[src/sv/owbm_pkg.sv]
// Shared types, codes and constants of the one-wire bus master.
`default_nettype none
package owbm_pkg;

    // Widths of the timing registers and of the configuration index, and the number of timing registers.
    localparam int TIME_W = 10;
    localparam int NUM_REGS = 8;
    localparam int CFG_IDX_W = 4;

    // Configuration register indexes.
    localparam logic [CFG_IDX_W-1:0] REG_RESET_LOW = 4'd0;
    localparam logic [CFG_IDX_W-1:0] REG_PRESENCE_WAIT = 4'd1;
    localparam logic [CFG_IDX_W-1:0] REG_WRITE_ONE_LOW = 4'd2;
    localparam logic [CFG_IDX_W-1:0] REG_WRITE_ONE_HIGH = 4'd3;
    localparam logic [CFG_IDX_W-1:0] REG_WRITE_ZERO_LOW = 4'd4;
    localparam logic [CFG_IDX_W-1:0] REG_WRITE_ZERO_HIGH = 4'd5;
    localparam logic [CFG_IDX_W-1:0] REG_READ_LOW = 4'd6;
    localparam logic [CFG_IDX_W-1:0] REG_READ_SAMPLE_WAIT = 4'd7;

    typedef logic [TIME_W-1:0] owbm_time_t;
    typedef logic [NUM_REGS-1:0][TIME_W-1:0] owbm_regs_t;

    // Reset values of the timing registers, in microseconds.
    localparam owbm_regs_t REG_DEFAULTS = {
        10'd10,  // read sample wait
        10'd10,  // read low
        10'd10,  // write zero high
        10'd60,  // write zero low
        10'd70,  // write one high
        10'd10,  // write one low
        10'd70,  // presence wait
        10'd480  // reset low
    };

    // Item kinds.
    typedef enum logic [1:0] {
        KIND_TICK  = 2'd0,
        KIND_RESET = 2'd1,
        KIND_WRITE = 2'd2,
        KIND_READ  = 2'd3
    } owbm_kind_t;

    // Sequencer phases, one-hot.
    typedef enum logic [7:0] {
        PH_IDLE     = 8'b0000_0001,
        PH_RST_LOW  = 8'b0000_0010,
        PH_RST_WAIT = 8'b0000_0100,
        PH_WR_LOW   = 8'b0000_1000,
        PH_WR_HIGH  = 8'b0001_0000,
        PH_RD_LOW   = 8'b0010_0000,
        PH_RD_WAIT  = 8'b0100_0000,
        PH_RD_TAIL  = 8'b1000_0000
    } owbm_phase_t;

    // One result beat.
    typedef struct packed {
        logic       drive_low;
        logic       busy_res;
        logic       done_res;
        logic       device_present;
        logic [7:0] read_data;
    } owbm_result_t;

    // A programmed duration of zero lasts one tick.
    function automatic owbm_time_t at_least_one(input owbm_time_t v);
        return (v == '0) ? owbm_time_t'(1) : v;
    endfunction

endpackage
`default_nettype wire

[src/sv/owbm_if.sv]
// Channel interfaces of the one-wire bus master: tick items, results, configuration writes.
`default_nettype none
interface owbm_in_if;
    logic       valid;
    logic       ready;
    logic [1:0] kind;
    logic [7:0] data_byte;
    logic       line_level;

    modport source (output valid, kind, data_byte, line_level, input ready);
    modport sink (input valid, kind, data_byte, line_level, output ready);
endinterface

interface owbm_out_if;
    logic       valid;
    logic       ready;
    logic       drive_low;
    logic       busy_res;
    logic       done_res;
    logic       device_present;
    logic [7:0] read_data;

    modport source (output valid, drive_low, busy_res, done_res, device_present, read_data,
                    input ready);
    modport sink (input valid, drive_low, busy_res, done_res, device_present, read_data,
                  output ready);
endinterface

interface owbm_cfg_if;
    logic       valid;
    logic       ready;
    logic [3:0] index;
    logic [9:0] data;

    modport source (output valid, index, data, input ready);
    modport sink (input valid, index, data, output ready);
endinterface
`default_nettype wire

[src/sv/owbm_seq.sv]
// Bus sequencer: phase, tick and bit counters, shift byte and one tick of next-state logic.
`default_nettype none
module owbm_seq #(
    parameter int READ_TAIL_US = 60
) (
    input  wire                   clk,
    input  wire                   rst_n,
    input  wire                   step,
    input  wire [1:0]             kind,
    input  wire [7:0]             data_byte,
    input  wire                   line_level,
    input  owbm_pkg::owbm_regs_t  regs,
    output owbm_pkg::owbm_result_t result
);
    import owbm_pkg::*;

    // Tail of a read slot, trimmed to the counter width.
    localparam owbm_time_t TAIL_LEN = owbm_time_t'(READ_TAIL_US);

    owbm_phase_t phase_reg, phase_next;
    owbm_time_t  tick_count_reg, tick_count_next;
    logic [2:0]  bit_index_reg, bit_index_next;
    logic [7:0]  shift_byte_reg, shift_byte_next;
    logic        presence_reg, presence_next;
    logic [7:0]  read_byte_reg, read_byte_next;

    owbm_phase_t cur_phase;
    owbm_time_t  cur_tick;
    logic [7:0]  cur_shift;
    owbm_time_t  phase_len;
    logic        last_tick;
    logic        drive, busy, done;

    // One tick: optional command start, then advance the current phase.
    always_comb
    begin
        cur_phase       = phase_reg;
        cur_tick        = tick_count_reg;
        bit_index_next  = bit_index_reg;
        cur_shift       = shift_byte_reg;
        presence_next   = presence_reg;
        read_byte_next  = read_byte_reg;
        drive           = 1'b0;
        busy            = 1'b0;
        done            = 1'b0;
        phase_len       = owbm_time_t'(1);
        last_tick       = 1'b0;

        // A command is taken only while idle; the start tick is the first phase tick.
        if (phase_reg == PH_IDLE && owbm_kind_t'(kind) != KIND_TICK)
        begin
            cur_tick       = '0;
            bit_index_next = '0;
            case (owbm_kind_t'(kind))
                KIND_RESET: cur_phase = PH_RST_LOW;
                KIND_WRITE:
                begin
                    cur_phase = PH_WR_LOW;
                    cur_shift = data_byte;
                end
                default:
                begin
                    cur_phase = PH_RD_LOW;
                    cur_shift = '0;
                end
            endcase
        end

        phase_next      = cur_phase;
        tick_count_next = cur_tick;
        shift_byte_next = cur_shift;

        // Length of the current phase from the timing registers.
        case (cur_phase)
            PH_RST_LOW:  phase_len = at_least_one(regs[REG_RESET_LOW[2:0]]);
            PH_RST_WAIT: phase_len = at_least_one(regs[REG_PRESENCE_WAIT[2:0]]);
            PH_WR_LOW:   phase_len = at_least_one(cur_shift[0] ? regs[REG_WRITE_ONE_LOW[2:0]]
                                                               : regs[REG_WRITE_ZERO_LOW[2:0]]);
            PH_WR_HIGH:  phase_len = at_least_one(cur_shift[0] ? regs[REG_WRITE_ONE_HIGH[2:0]]
                                                               : regs[REG_WRITE_ZERO_HIGH[2:0]]);
            PH_RD_LOW:   phase_len = at_least_one(regs[REG_READ_LOW[2:0]]);
            PH_RD_WAIT:  phase_len = at_least_one(regs[REG_READ_SAMPLE_WAIT[2:0]]);
            PH_RD_TAIL:  phase_len = at_least_one(TAIL_LEN);
            default:     phase_len = owbm_time_t'(1);
        endcase

        if (cur_phase != PH_IDLE)
        begin
            last_tick = ({1'b0, cur_tick} + 11'd1) >= {1'b0, phase_len};
            busy      = 1'b1;
            drive     = (cur_phase == PH_RST_LOW) || (cur_phase == PH_WR_LOW)
                        || (cur_phase == PH_RD_LOW);
            tick_count_next = cur_tick + owbm_time_t'(1);

            // Phase transitions on the last tick of a phase.
            if (last_tick)
            begin
                tick_count_next = '0;
                case (cur_phase)
                    PH_RST_LOW: phase_next = PH_RST_WAIT;
                    PH_RST_WAIT:
                    begin
                        presence_next = ~line_level;
                        done          = 1'b1;
                        phase_next    = PH_IDLE;
                    end
                    PH_WR_LOW: phase_next = PH_WR_HIGH;
                    PH_WR_HIGH:
                    begin
                        shift_byte_next = {1'b0, cur_shift[7:1]};
                        if (bit_index_reg == 3'd7 || bit_index_next == 3'd7)
                        begin
                            done           = 1'b1;
                            phase_next     = PH_IDLE;
                            bit_index_next = '0;
                        end
                        else
                        begin
                            bit_index_next = bit_index_next + 3'd1;
                            phase_next     = PH_WR_LOW;
                        end
                    end
                    PH_RD_LOW: phase_next = PH_RD_WAIT;
                    PH_RD_WAIT:
                    begin
                        shift_byte_next = {line_level, cur_shift[7:1]};
                        phase_next      = PH_RD_TAIL;
                    end
                    PH_RD_TAIL:
                    begin
                        if (bit_index_next == 3'd7)
                        begin
                            read_byte_next = cur_shift;
                            done           = 1'b1;
                            phase_next     = PH_IDLE;
                            bit_index_next = '0;
                        end
                        else
                        begin
                            bit_index_next = bit_index_next + 3'd1;
                            phase_next     = PH_RD_LOW;
                        end
                    end
                    default: phase_next = PH_IDLE;
                endcase
            end
        end
    end

    // Result of this tick, with the status after it.
    always_comb
    begin
        result.drive_low      = drive;
        result.busy_res       = busy;
        result.done_res       = done;
        result.device_present = presence_next;
        result.read_data      = read_byte_next;
    end

    // Sequencer state advances once per processed tick.
    always_ff @(posedge clk or negedge rst_n)
    begin
        if (!rst_n)
        begin
            phase_reg      <= PH_IDLE;
            tick_count_reg <= '0;
            bit_index_reg  <= '0;
            shift_byte_reg <= '0;
            presence_reg   <= 1'b0;
            read_byte_reg  <= '0;
        end
        else if (step)
        begin
            phase_reg      <= phase_next;
            tick_count_reg <= tick_count_next;
            bit_index_reg  <= bit_index_next;
            shift_byte_reg <= shift_byte_next;
            presence_reg   <= presence_next;
            read_byte_reg  <= read_byte_next;
        end
    end

endmodule
`default_nettype wire

[src/sv/one_wire_bus_master_core.sv]
// Top level of the one-wire bus master: input register, timing registers, sequencer, result register.
//
//  channel  | role   | beat
//  ---------+--------+-----------------------------------------------------------
//  in_item  | sink   | kind, data_byte, line_level: one microsecond tick
//  out_item | source | drive_low, busy_res, done_res, device_present, read_data
//  cfg      | sink   | index, data: write of one timing register
//
// Each tick beat yields one result beat; with both sides flowing a beat is taken
// every cycle. Its beat passes the input register, then the result register, and the
// result is offered from the result register. The sequencer state is updated in the
// cycle a beat moves from the input register to the result register. Reset clears
// the sequencer and loads the default timings. A stalled result register holds the
// beat in the input register and then drops in_item.ready.
`default_nettype none
module one_wire_bus_master_core #(
    parameter int READ_TAIL_US = 60
) (
    input  wire          clk,
    input  wire          rst_n,
    owbm_in_if.sink      in_item,
    owbm_out_if.source   out_item,
    owbm_cfg_if.sink     cfg
);
    import owbm_pkg::*;

    logic         in_valid_reg;
    logic [1:0]   kind_reg;
    logic [7:0]   data_byte_reg;
    logic         line_level_reg;
    logic         out_valid_reg;
    owbm_result_t out_reg;
    owbm_regs_t   regs_reg;
    owbm_result_t step_result;
    logic         step;

    // A beat moves on when the result register is free or being emptied.
    assign step          = in_valid_reg && (!out_valid_reg || out_item.ready);
    assign in_item.ready = !in_valid_reg || step;
    assign cfg.ready     = 1'b1;

    // Input register.
    always_ff @(posedge clk or negedge rst_n)
    begin
        if (!rst_n)
        begin
            in_valid_reg <= 1'b0;
        end
        else if (in_item.ready)
        begin
            in_valid_reg <= in_item.valid;
        end
    end

    always_ff @(posedge clk)
    begin
        if (in_item.valid && in_item.ready)
        begin
            kind_reg       <= in_item.kind;
            data_byte_reg  <= in_item.data_byte;
            line_level_reg <= in_item.line_level;
        end
    end

    // Timing registers; writes beyond the list are dropped.
    always_ff @(posedge clk or negedge rst_n)
    begin
        if (!rst_n)
        begin
            regs_reg <= REG_DEFAULTS;
        end
        else if (cfg.valid && cfg.index < CFG_IDX_W'(NUM_REGS))
        begin
            regs_reg[cfg.index[2:0]] <= cfg.data;
        end
    end

    // Sequencer.
    owbm_seq #(
        .READ_TAIL_US (READ_TAIL_US)
    ) u_seq (
        .clk        (clk),
        .rst_n      (rst_n),
        .step       (step),
        .kind       (kind_reg),
        .data_byte  (data_byte_reg),
        .line_level (line_level_reg),
        .regs       (regs_reg),
        .result     (step_result)
    );

    // Result register.
    always_ff @(posedge clk or negedge rst_n)
    begin
        if (!rst_n)
        begin
            out_valid_reg <= 1'b0;
        end
        else if (step)
        begin
            out_valid_reg <= 1'b1;
        end
        else if (out_item.ready)
        begin
            out_valid_reg <= 1'b0;
        end
    end

    always_ff @(posedge clk)
    begin
        if (step)
        begin
            out_reg <= step_result;
        end
    end

    assign out_item.valid          = out_valid_reg;
    assign out_item.drive_low      = out_reg.drive_low;
    assign out_item.busy_res       = out_reg.busy_res;
    assign out_item.done_res       = out_reg.done_res;
    assign out_item.device_present = out_reg.device_present;
    assign out_item.read_data      = out_reg.read_data;

endmodule
`default_nettype wire
[src/flat_wrapper.sv]
// flat-port wrapper written by rule: the top's interface ports become plain ports
module one_wire_bus_master_core_flat import owbm_pkg::*;
#(
    parameter int READ_TAIL_US = 60
)
  (clk, rst_n, in_item_valid, in_item_kind, in_item_data_byte, in_item_line_level, in_item_ready, out_item_valid, out_item_drive_low, out_item_busy_res, out_item_done_res, out_item_device_present, out_item_read_data, out_item_ready, cfg_valid, cfg_index, cfg_data, cfg_ready);
  owbm_in_if in_item_i ();
  owbm_out_if out_item_i ();
  owbm_cfg_if cfg_i ();
  input  wire clk;
  input  wire rst_n;
  input wire logic [$bits(in_item_i.valid)-1:0] in_item_valid;
  input wire logic [$bits(in_item_i.kind)-1:0] in_item_kind;
  input wire logic [$bits(in_item_i.data_byte)-1:0] in_item_data_byte;
  input wire logic [$bits(in_item_i.line_level)-1:0] in_item_line_level;
  output wire logic [$bits(in_item_i.ready)-1:0] in_item_ready;
  output wire logic [$bits(out_item_i.valid)-1:0] out_item_valid;
  output wire logic [$bits(out_item_i.drive_low)-1:0] out_item_drive_low;
  output wire logic [$bits(out_item_i.busy_res)-1:0] out_item_busy_res;
  output wire logic [$bits(out_item_i.done_res)-1:0] out_item_done_res;
  output wire logic [$bits(out_item_i.device_present)-1:0] out_item_device_present;
  output wire logic [$bits(out_item_i.read_data)-1:0] out_item_read_data;
  input wire logic [$bits(out_item_i.ready)-1:0] out_item_ready;
  input wire logic [$bits(cfg_i.valid)-1:0] cfg_valid;
  input wire logic [$bits(cfg_i.index)-1:0] cfg_index;
  input wire logic [$bits(cfg_i.data)-1:0] cfg_data;
  output wire logic [$bits(cfg_i.ready)-1:0] cfg_ready;
  assign in_item_i.valid = in_item_valid;
  assign in_item_i.kind = in_item_kind;
  assign in_item_i.data_byte = in_item_data_byte;
  assign in_item_i.line_level = in_item_line_level;
  assign in_item_ready = in_item_i.ready;
  assign out_item_valid = out_item_i.valid;
  assign out_item_drive_low = out_item_i.drive_low;
  assign out_item_busy_res = out_item_i.busy_res;
  assign out_item_done_res = out_item_i.done_res;
  assign out_item_device_present = out_item_i.device_present;
  assign out_item_read_data = out_item_i.read_data;
  assign out_item_i.ready = out_item_ready;
  assign cfg_i.valid = cfg_valid;
  assign cfg_i.index = cfg_index;
  assign cfg_i.data = cfg_data;
  assign cfg_ready = cfg_i.ready;
  one_wire_bus_master_core #(.READ_TAIL_US(READ_TAIL_US)) u_core (.clk(clk), .rst_n(rst_n), .in_item(in_item_i), .out_item(out_item_i), .cfg(cfg_i));
endmodule
[config.mk]
export PLATFORM = sky130hd
export DESIGN_NAME = one_wire_bus_master_core_flat
export DESIGN_NICKNAME = d
export VERILOG_FILES = /design/src/sv/owbm_pkg.sv /design/src/sv/owbm_if.sv /design/src/sv/owbm_seq.sv /design/src/sv/one_wire_bus_master_core.sv /design/src/flat_wrapper.sv
export SDC_FILE = /design/constraint.sdc
export NUM_CORES = 1
export LEC_CHECK = 0
export BUFFER_PORTS_ARGS = -buffer_cell sky130_fd_sc_hd__buf_2
export CORE_MARGIN = 2
export CORE_UTILIZATION = 43
export DETAILED_ROUTE_END_ITERATION = 8
export SYNTH_ARGS = -nofsm -noshare
export SYNTH_HDL_FRONTEND = slang
export SYNTH_HIERARCHICAL = 1
export SYNTH_SLANG_ARGS = --single-unit
[constraint.sdc]
create_clock -name clk -period 4.8 [get_ports clk]
set_input_delay 0.48 -clock clk [delete_from_list [all_inputs] [get_ports clk]]
set_output_delay 0.48 -clock clk [all_outputs]
set_load 0.01 [all_outputs]
# Word level (Yosys, flattened, before mapping)
# Cells that the tools add are included.
[classes]
div = 0
mux = 46
add_sub_neg = 3
bitwise = 1
shifts = 0
reduce_logical = 21
multipliers = 0
eq_ne = 13
order_cmp = 4
[ops]
columns = ["cell", "n"]
rows = [
  ["$mux 10", 12],
  ["$bwmux 80", 1],
  ["$mux 8", 10],
  ["$pmux 10 s7", 1],
  ["$logic_not 10->1", 6],
  ["$pmux 8 s6", 1],
  ["$pmux 8 s2", 2],
  ["$demux 10 s3", 1],
  ["$mux 3", 5],
  ["$pmux 6 s2", 1],
  ["$add 10x1->11 const B", 1],
  ["$ge 11x10->1", 1],
  ["$add 10x1->10 const B", 1],
  ["$eq 8x1->1 const B", 1],
  ["$eq 8x2->1 const B", 1],
  ["$eq 8x3->1 const B", 1],
  ["$eq 8x4->1 const B", 1],
  ["$eq 8x5->1 const B", 1],
  ["$eq 8x6->1 const B", 1],
  ["$eq 8x7->1 const B", 1],
  ["$eq 8x8->1 const B", 1],
  ["$mux 1", 8],
  ["$ne 8x1->1 const B", 1],
  ["$eq 3x3->1 const B", 2],
  ["other kinds (16)", 26],
]
[totals]
romBits = 0
input_bits = 30
latch_bits = 0
mem_bits_rw = 0
memories = 0
register_bits = 143
out_inout_bits = 15

# Depth between registers and ports, before layout
# Gate-level depths: netlist of run 1.
[logic_depth]
ltp_word = 10
ltp_mapped = 22

# Cells and area by module
# The synthesis of run 1 kept the hierarchy.
[by_module_without_submodules]
columns = ["mod", "area_per_inst_um2", "cells_per_inst", "n_inst", "seq_area_each_um2"]
rows = [
  ["one_wire_bus_master_core", 3926.3, 210, 1, 2770.2],
  ["owbm_seq", 3540.9, 439, 1, 952.2],
]

# Worst setup path before layout of run 1
# Ideal clock, no wire load.
[synth_path]
path_kind = "reg2reg"
start = "register u_core.u_seq.phase_reg[4]"
end = "register u_core.out_reg, in the netlist u_core/out_item.read_data[1] (data pin)"
stages_incl_launch_ff = 21
required_ps = 4540
path_slack_ps = -19
arrival_time_ps = 4560
path_cell_list = "dfrtp_1 buf_6 or4_4 buf_6 nor3_2 clkbuf_1 nor2b_1 ha_1 and3_1 nand3_1 xor2_1 nor2_1 ha_1 a211o_1 a21oi_1 o21ai_0 o221a_2 or3_1 buf_6 nand3_4 mux2_2"
[synth_lines]
columns = ["item", "line_no", "source"]
rows = [
  ["start, declared", "owbm_seq.sv:20", "owbm_phase_t phase_reg, phase_next;"],
  ["start signal, assigned", "owbm_seq.sv:174", "phase_reg <= phase_next;"],
  ["end signal, assigned", "one_wire_bus_master_core.sv:113", "out_reg <= step_result;"],
  ["end, declared", "one_wire_bus_master_core.sv:32", "owbm_result_t out_reg;"],
]

==> out/qor.csv, run 1 <==
metric;value;unit
outcome;finished, final reports clean;
Layout fillers;1557;
PnR worst setup slack;0.216;ns
maximum fanout along the worst path;9;
actual slew at the worst max-slew pin;0.924;ns
max-slew violations;0;
MaxCap Viol Count;0;
first-pass GRT wire length;30000;um
Num CTS Buffers;17;
Vias/cell;5.83;
total negative setup slack;0;ns
pwr/cell area;547;nW/um^2
io pins;45;
Post-synth top cells;97 x dfrtp_1, 74 x mux2_2, 74 x nand2_1;
main flop type after synthesis;dfrtp_1;
share of cells above drive strength 1;33.7;%
ys async rst share;83.9;%
Area growth, synth to finish;14.4;%
Layout Nets;747;
Cell Area, Synth;7470;um^2
post-detail-place hpwl;13500;um
Initial Util;43.6;%
Slew headroom;38.4;%
VDD IR max;0.000391;V
port bufs;43;
core region area;17100;um^2
floorplan row count;48;
Tot GR Track Use;21.4;%
vias in the first global route;5486;
Mean Syn Cell Area;11.5;um^2
Routed WL;18500;um
critical path class;reg2reg;
fmax;218;MHz
EDFF count, synth;23;
CP Launch Type;register;
net count after synthesis;696;
yosys warns;6;
Die Y;136;um
Distinct cells, synth;67;
final hold vios;0;
placed inst area;7970;um^2
Synth top area share;32.5;%
crit path capture type;register;
Seq cells post-synth;143;
clk buf depth;2;
most common cell in the netlist;dfrtp_1;
worst min path class;in2reg;
Mapped Cells;649;
Fin Clk Skew;0.0112;ns
First-pass DRT Iterations;6;
critical path arrival;4.76;ns
die width;136;um
grt ovf;0;
post-place setup slack;0.192;ns
die area;18400;um^2
RSZ-0062 raised after global routing;false;
leading area contributor after synthesis;dfrtp_1;
DRC Markers;0;
Worst-path clk slew;0.06;ns
crit share post-route;95.5;%
sequential area share after synthesis;49.8;%
RePlAce Congestion;0.878;
Largest register FFs;80;
Clk Tree Root Cell;clkbuf_16;
Final Cell Area;8540;um^2
First DRT Iteration DRCs;390;
largest net degree at the start of global routing;69;
critical path required time;4.97;ns
via count;5467;
Pwr Total;0.00467;W
clock sinks;143;
antenna violations before repair;0;
Pleak;3.66;nW
ANT nets after route;0;
CTS tree;done;
worst skew pair latency;0.42;ns
Synth area leaders;dfrtp_1 33%, mux2_2 11%, edfxtp_1 9.2%;
WL per Instance;19.8;um
Period minus WS final;4.58;ns
setup violators final;0;
n_diodes;0;
H-tree Lvls;4;
-- critical path, stage by stage, from the launching register on --
cell	delay (ns)
dfrtp_1	0.39
or4_4	0.63
nor3_2	0.40
nor2b_1	0.17
ha_1	0.26
and3_1	0.19
nand3_1	0.10
xor2_1	0.16
nor2_1	0.08
ha_1	0.31
a211o_1	0.26
a21oi_1	0.10
o21ai_0	0.09
o221a_2	0.25
or3_1	0.42
nand3_4	0.17
mux2_2	0.35
-- path summary, 6_finish.rpt --
path	start	end	slack (ns)	depth (start not counted)
min reg2reg	u_core/u_seq/shift_byte_reg[2]$_DFFE_PN0P_	u_core/u_seq/shift_byte_reg[2]$_DFFE_PN0P_	0.49	1
max	u_core/u_seq/phase_reg[4]$_DFFE_PN0P_	u_core/out_item.read_data[2]$_DFFE_PP_	0.22	16
min in group asynchronous	rst_n	u_core/regs_reg[14]$_DFFE_PN0P_	0.42	2
max reg2reg	u_core/u_seq/phase_reg[4]$_DFFE_PN0P_	u_core/out_item.read_data[2]$_DFFE_PP_	0.22	16
min	in_item_data_byte[4]	u_core/data_byte_reg[4]$_DFFE_PP_	0.23	1
max in group asynchronous	rst_n	u_core/u_seq/shift_byte_reg[2]$_DFFE_PN0P_	3.22	3
-- cells by family (layout without fill, tap and decap cells) --
group | after synthesis | count (layout) | synth area share, %
adder cells (fa/ha/maj) | 17 | 17 | 2.85
buffers and inverters | 44 | 108 | 3.30
AND/OR/NAND/NOR | 211 | 211 | 14.9
flip-flops | 143 | 143 | 49.8
other | 1 | 1 | 0.0502
AO/OA/AOI/OAI | 124 | 124 | 12.0
XOR/XNOR | 9 | 9 | 1.06
multiplexers | 100 | 100 | 16.0
-- cell usage in the layout, fill, tap and decap left out, types with 7 or more instances in the layout --
master | synthesis | routed
a21oi_1 | 25 | 25
a221o_1 | 7 | 7
a22o_1 | 8 | 8
buf_2 | 11 | 42
buf_4 | 6 | 24
clkbuf_16 | 0 | 17
dfrtp_1 | 97 | 97
dfstp_2 | 23 | 23
edfxtp_1 | 23 | 23
ha_1 | 17 | 17
inv_1 | 7 | 7
mux2_2 | 74 | 74
mux2_4 | 20 | 20
nand2_1 | 74 | 74
nand2b_1 | 8 | 8
nand3_1 | 12 | 12
nor2_1 | 27 | 27
nor2b_1 | 10 | 10
nor3_1 | 20 | 19
nor4_1 | 19 | 18
o21ai_0 | 30 | 30
o31ai_1 | 9 | 9
-- report_power, final --
| group | internal, W | leakage [nW] | switching [W] |
|---|---|---|---|
| clock network | 0.000717 | 0.272 | 0.000520 |
| logic | 0.000690 | 1.69 | 0.00105 |
| registers | 0.00151 | 1.70 | 0.000188 |
-- repair_timing --
item / CTS / global route
resized for setup: 0 / 1
endpoints found under the setup margin: 0 / 11
hold buffers: 1 / 0
setup buffers: 0 / 0
hold endpoints to repair: 7 / 0
-- cell type report --
| type | count | area [um^2] | share of cell area [%] |
|---|---|---|---|
| well taps | 225 | 282 | 3.30 |
| repair buffers | 69 | 440 | 5.16 |
| clock inverters | 11 | 78.8 | 0.923 |
| clock buffers | 21 | 480 | 5.63 |
| flip-flops and latches | 143 | 3720 | 43.6 |
| inverters | 7 | 26.3 | 0.308 |
| multi-input cells | 462 | 3510 | 41.1 |
-- metal layers --
metal	share of wire [%]	global-route usage [%]	vias up
met4	1.4	6.60	0
met2	50	36.2	135
met1	45	27.8	2773
met5	0	0	-
met3	3.2	4.04	21
li1	-	-	2538
-- metrics by stage --
| stage | hold WS, ns | cells | utilization (%) |
|---|---|---|---|
| CTS | 0.215 | 938 | 49.9 |
| global route | 0.213 | 938 | 49.9 |
| floorplan | 0.184 | 649 | - |
| finish | 0.233 | 938 | 49.9 |
| detailed placement | 0.329 | 905 | 46.5 |
| global placement | 0.328 | 905 | 46.5 |
(Power assumes the default switching activity.)
==> inputs of run 2 (changes only) <==
--- a/config.mk
+++ b/config.mk
@@ -5,10 +5,11 @@
 export SDC_FILE = /design/constraint.sdc
 export NUM_CORES = 1
 export LEC_CHECK = 0
-export BUFFER_PORTS_ARGS = -buffer_cell sky130_fd_sc_hd__buf_2
 export CORE_MARGIN = 2
 export CORE_UTILIZATION = 43
 export DETAILED_ROUTE_END_ITERATION = 8
+export DONT_BUFFER_PORTS = 1
+export PLACE_DENSITY = 0.58
 export SYNTH_ARGS = -nofsm -noshare
 export SYNTH_HDL_FRONTEND = slang
 export SYNTH_HIERARCHICAL = 1
==> out/qor.csv, run 2 (same netlist as run 1, synthesis figures left out) <==
metric;value;unit
fin util;48.9;%
most common cell after layout, fill and taps aside;dfrtp_1;
antenna violations before repair;0;
total negative setup slack;0;ns
pwr/cell area;567;nW/um^2
H-tree Lvls;4;
outcome;finished, final reports clean;
critical path class;reg2reg;
dpl cells;861;
first-pass GRT wire length;30100;um
Crit Reg-Reg Startpoint;u_core/u_seq/phase_reg[4]$_DFFE_PN0P_;
CP Cell Sequence;or4_4 > or3_1 > a211oi_1 > buf_4 > nor2b_1 > a221oi_1 > o221a_2 > ha_1 > a211o_1 > a21oi_1 > o21ai_0 > o221a_2 > or3_1 > nand3_4 > mux2_2;
Sw Ratio;36.4;%
Gate power share;36.1;%
critical path required time;4.97;ns
die width;136;um
max-slew violations;0;
Slew headroom;52.4;%
CTS tree;done;
Buf/Inv on CP;1;
vias in the first global route;5416;
via count;5323;
port bufs;0;
Final Cell Area;8380;um^2
DRC Markers;0;
Area growth, synth to finish;12.2;%
Num CTS Buffers;17;
ANT nets after route;0;
maximum fanout along the worst path;11;
Pwr Total;0.00475;W
Die Y;136;um
crit share post-route;95.3;%
Sw Pwr;0.00173;W
n_diodes;0;
R2R Setup Slk;0.23;ns
Top delay family on crit path;simple AND/OR/NAND/NOR gates;
actual slew at the worst max-slew pin;0.714;ns
Layout fillers;1544;
First-pass DRT Iterations;5;
Vias/cell;5.95;
Clk pwr share;28.0;%
share of cells above drive strength 1;29.1;%
floorplan row count;48;
VDD IR max;0.000306;V
Period minus WS final;4.57;ns
core region area;17100;um^2
Tot GR Track Use;21.5;%
io pins;45;
WL per Instance;20.7;um
placed inst area;7730;um^2
P_int;0.00302;W
post-detail-place hpwl;13500;um
Clk Tree Root Cell;clkbuf_16;
Layout Nets;703;
setup violators final;0;
Max stage delay on crit path;0.65;ns
fmax;219;MHz
critical path's slowest cell;or4_4;
Fin Clk Skew;0.0109;ns
Post-CTS Setup Bufs;0;
worst min path class;in2async;
MaxCap Viol Count;0;
Initial Util;43.6;%
RePlAce Congestion;0.830;
RSZ-0062 raised after global routing;false;
grt ovf;0;
commonest non-fill, non-tap cells in the layout;97 x dfrtp_1, 74 x mux2_2, 74 x nand2_1;
die area;18400;um^2
fin cells;894;
CP Launch Type;register;
final hold vios;0;
largest net degree at the start of global routing;121;
FF-to-FF End;u_core/out_item.read_data[7]$_DFFE_PP_;
Worst Reg-to-Reg Cells;15;
Largest register FFs;80;
Seq pwr share;35.9;%
critical path arrival;4.74;ns
clk buf depth;2;
clock sinks;143;
crit path capture type;register;
First DRT Iteration DRCs;363;
Pleak;3.50;nW
Worst-path clk slew;0.06;ns
Routed WL;18500;um
worst skew pair latency;0.42;ns
## run 2: cell types whose count changed in the layout (fill, tap and decap cells not counted), moves of 2 or more
cell       previous run  this run
clkbuf_8              4         1
nor3_2                3         0
buf_2                42         0
bufinv_16             0         3
clkinv_2              3         0
inv_6                 2         0
nor3_4                2         4
clkbuf_1              0         5
## run 2: metal layers
metal | GRT usage, % | part of all wire (%)
met3 | 4.71 | 4.3
met2 | 34.6 | 49
met5 | 0 | 0
met1 | 28.1 | 44
met4 | 9.03 | 2.8
## run 2: metrics by stage
stage	worst slack (ns)	hold WS, ns
CTS	0.0656	0.0474
detailed placement	0.0964	0.189
global placement	0.102	0.189
floorplan	0.0969	0.184
global route	0.00366	0.0586
finish	0.225	0.00742
## run 2: area by class of cell
type	instances	area (um^2)	area share, %
inverters	7	26.3	0.314
clock buffers	23	458	5.47
repair buffers	25	220	2.63
well taps	225	282	3.36
multi-input cells	462	3530	42.2
clock inverters	9	135	1.61
flip-flops and latches	143	3720	44.4
## run 2: worst max path at each step
stage	startpoint	endpoint	slack, ns	cells past startpoint
3_3_place_gp	u_core/kind_reg[0]$_DFFE_PP_	u_core/u_seq/shift_byte_reg[0]$_DFFE_PN0P_	0.10	19
2_1_floorplan	u_core/u_seq/phase_reg[4]$_DFFE_PN0P_	u_core/out_item.read_data[1]$_DFFE_PP_	0.1	20
6_report	u_core/u_seq/phase_reg[4]$_DFFE_PN0P_	u_core/out_item.read_data[7]$_DFFE_PP_	0.23	15
5_1_grt	u_core/kind_reg[0]$_DFFE_PP_	u_core/out_item.read_data[7]$_DFFE_PP_	0.004	18
4_1_cts	u_core/kind_reg[0]$_DFFE_PP_	u_core/out_item.read_data[7]$_DFFE_PP_	0.07	18
3_5_place_dp	u_core/kind_reg[0]$_DFFE_PP_	u_core/out_item.read_data[6]$_DFFE_PP_	0.1	18
## run 2: power groups by stage
stage	Sequential [W]	Combinational, W	Clock [W]
floorplan	0.00165	0.00129	0
global placement	0.00172	0.00163	0
detailed placement	0.00172	0.00166	0
CTS	0.00170	0.00169	0.00135
global route	0.00174	0.00187	0.00142
finish	0.00171	0.00172	0.00133
## run 2: timing repair
item	CTS	global route
endpoints found under the setup margin	0	34
hold buffers	1	0
hold endpoints to repair	120	0
resized for setup	0	5
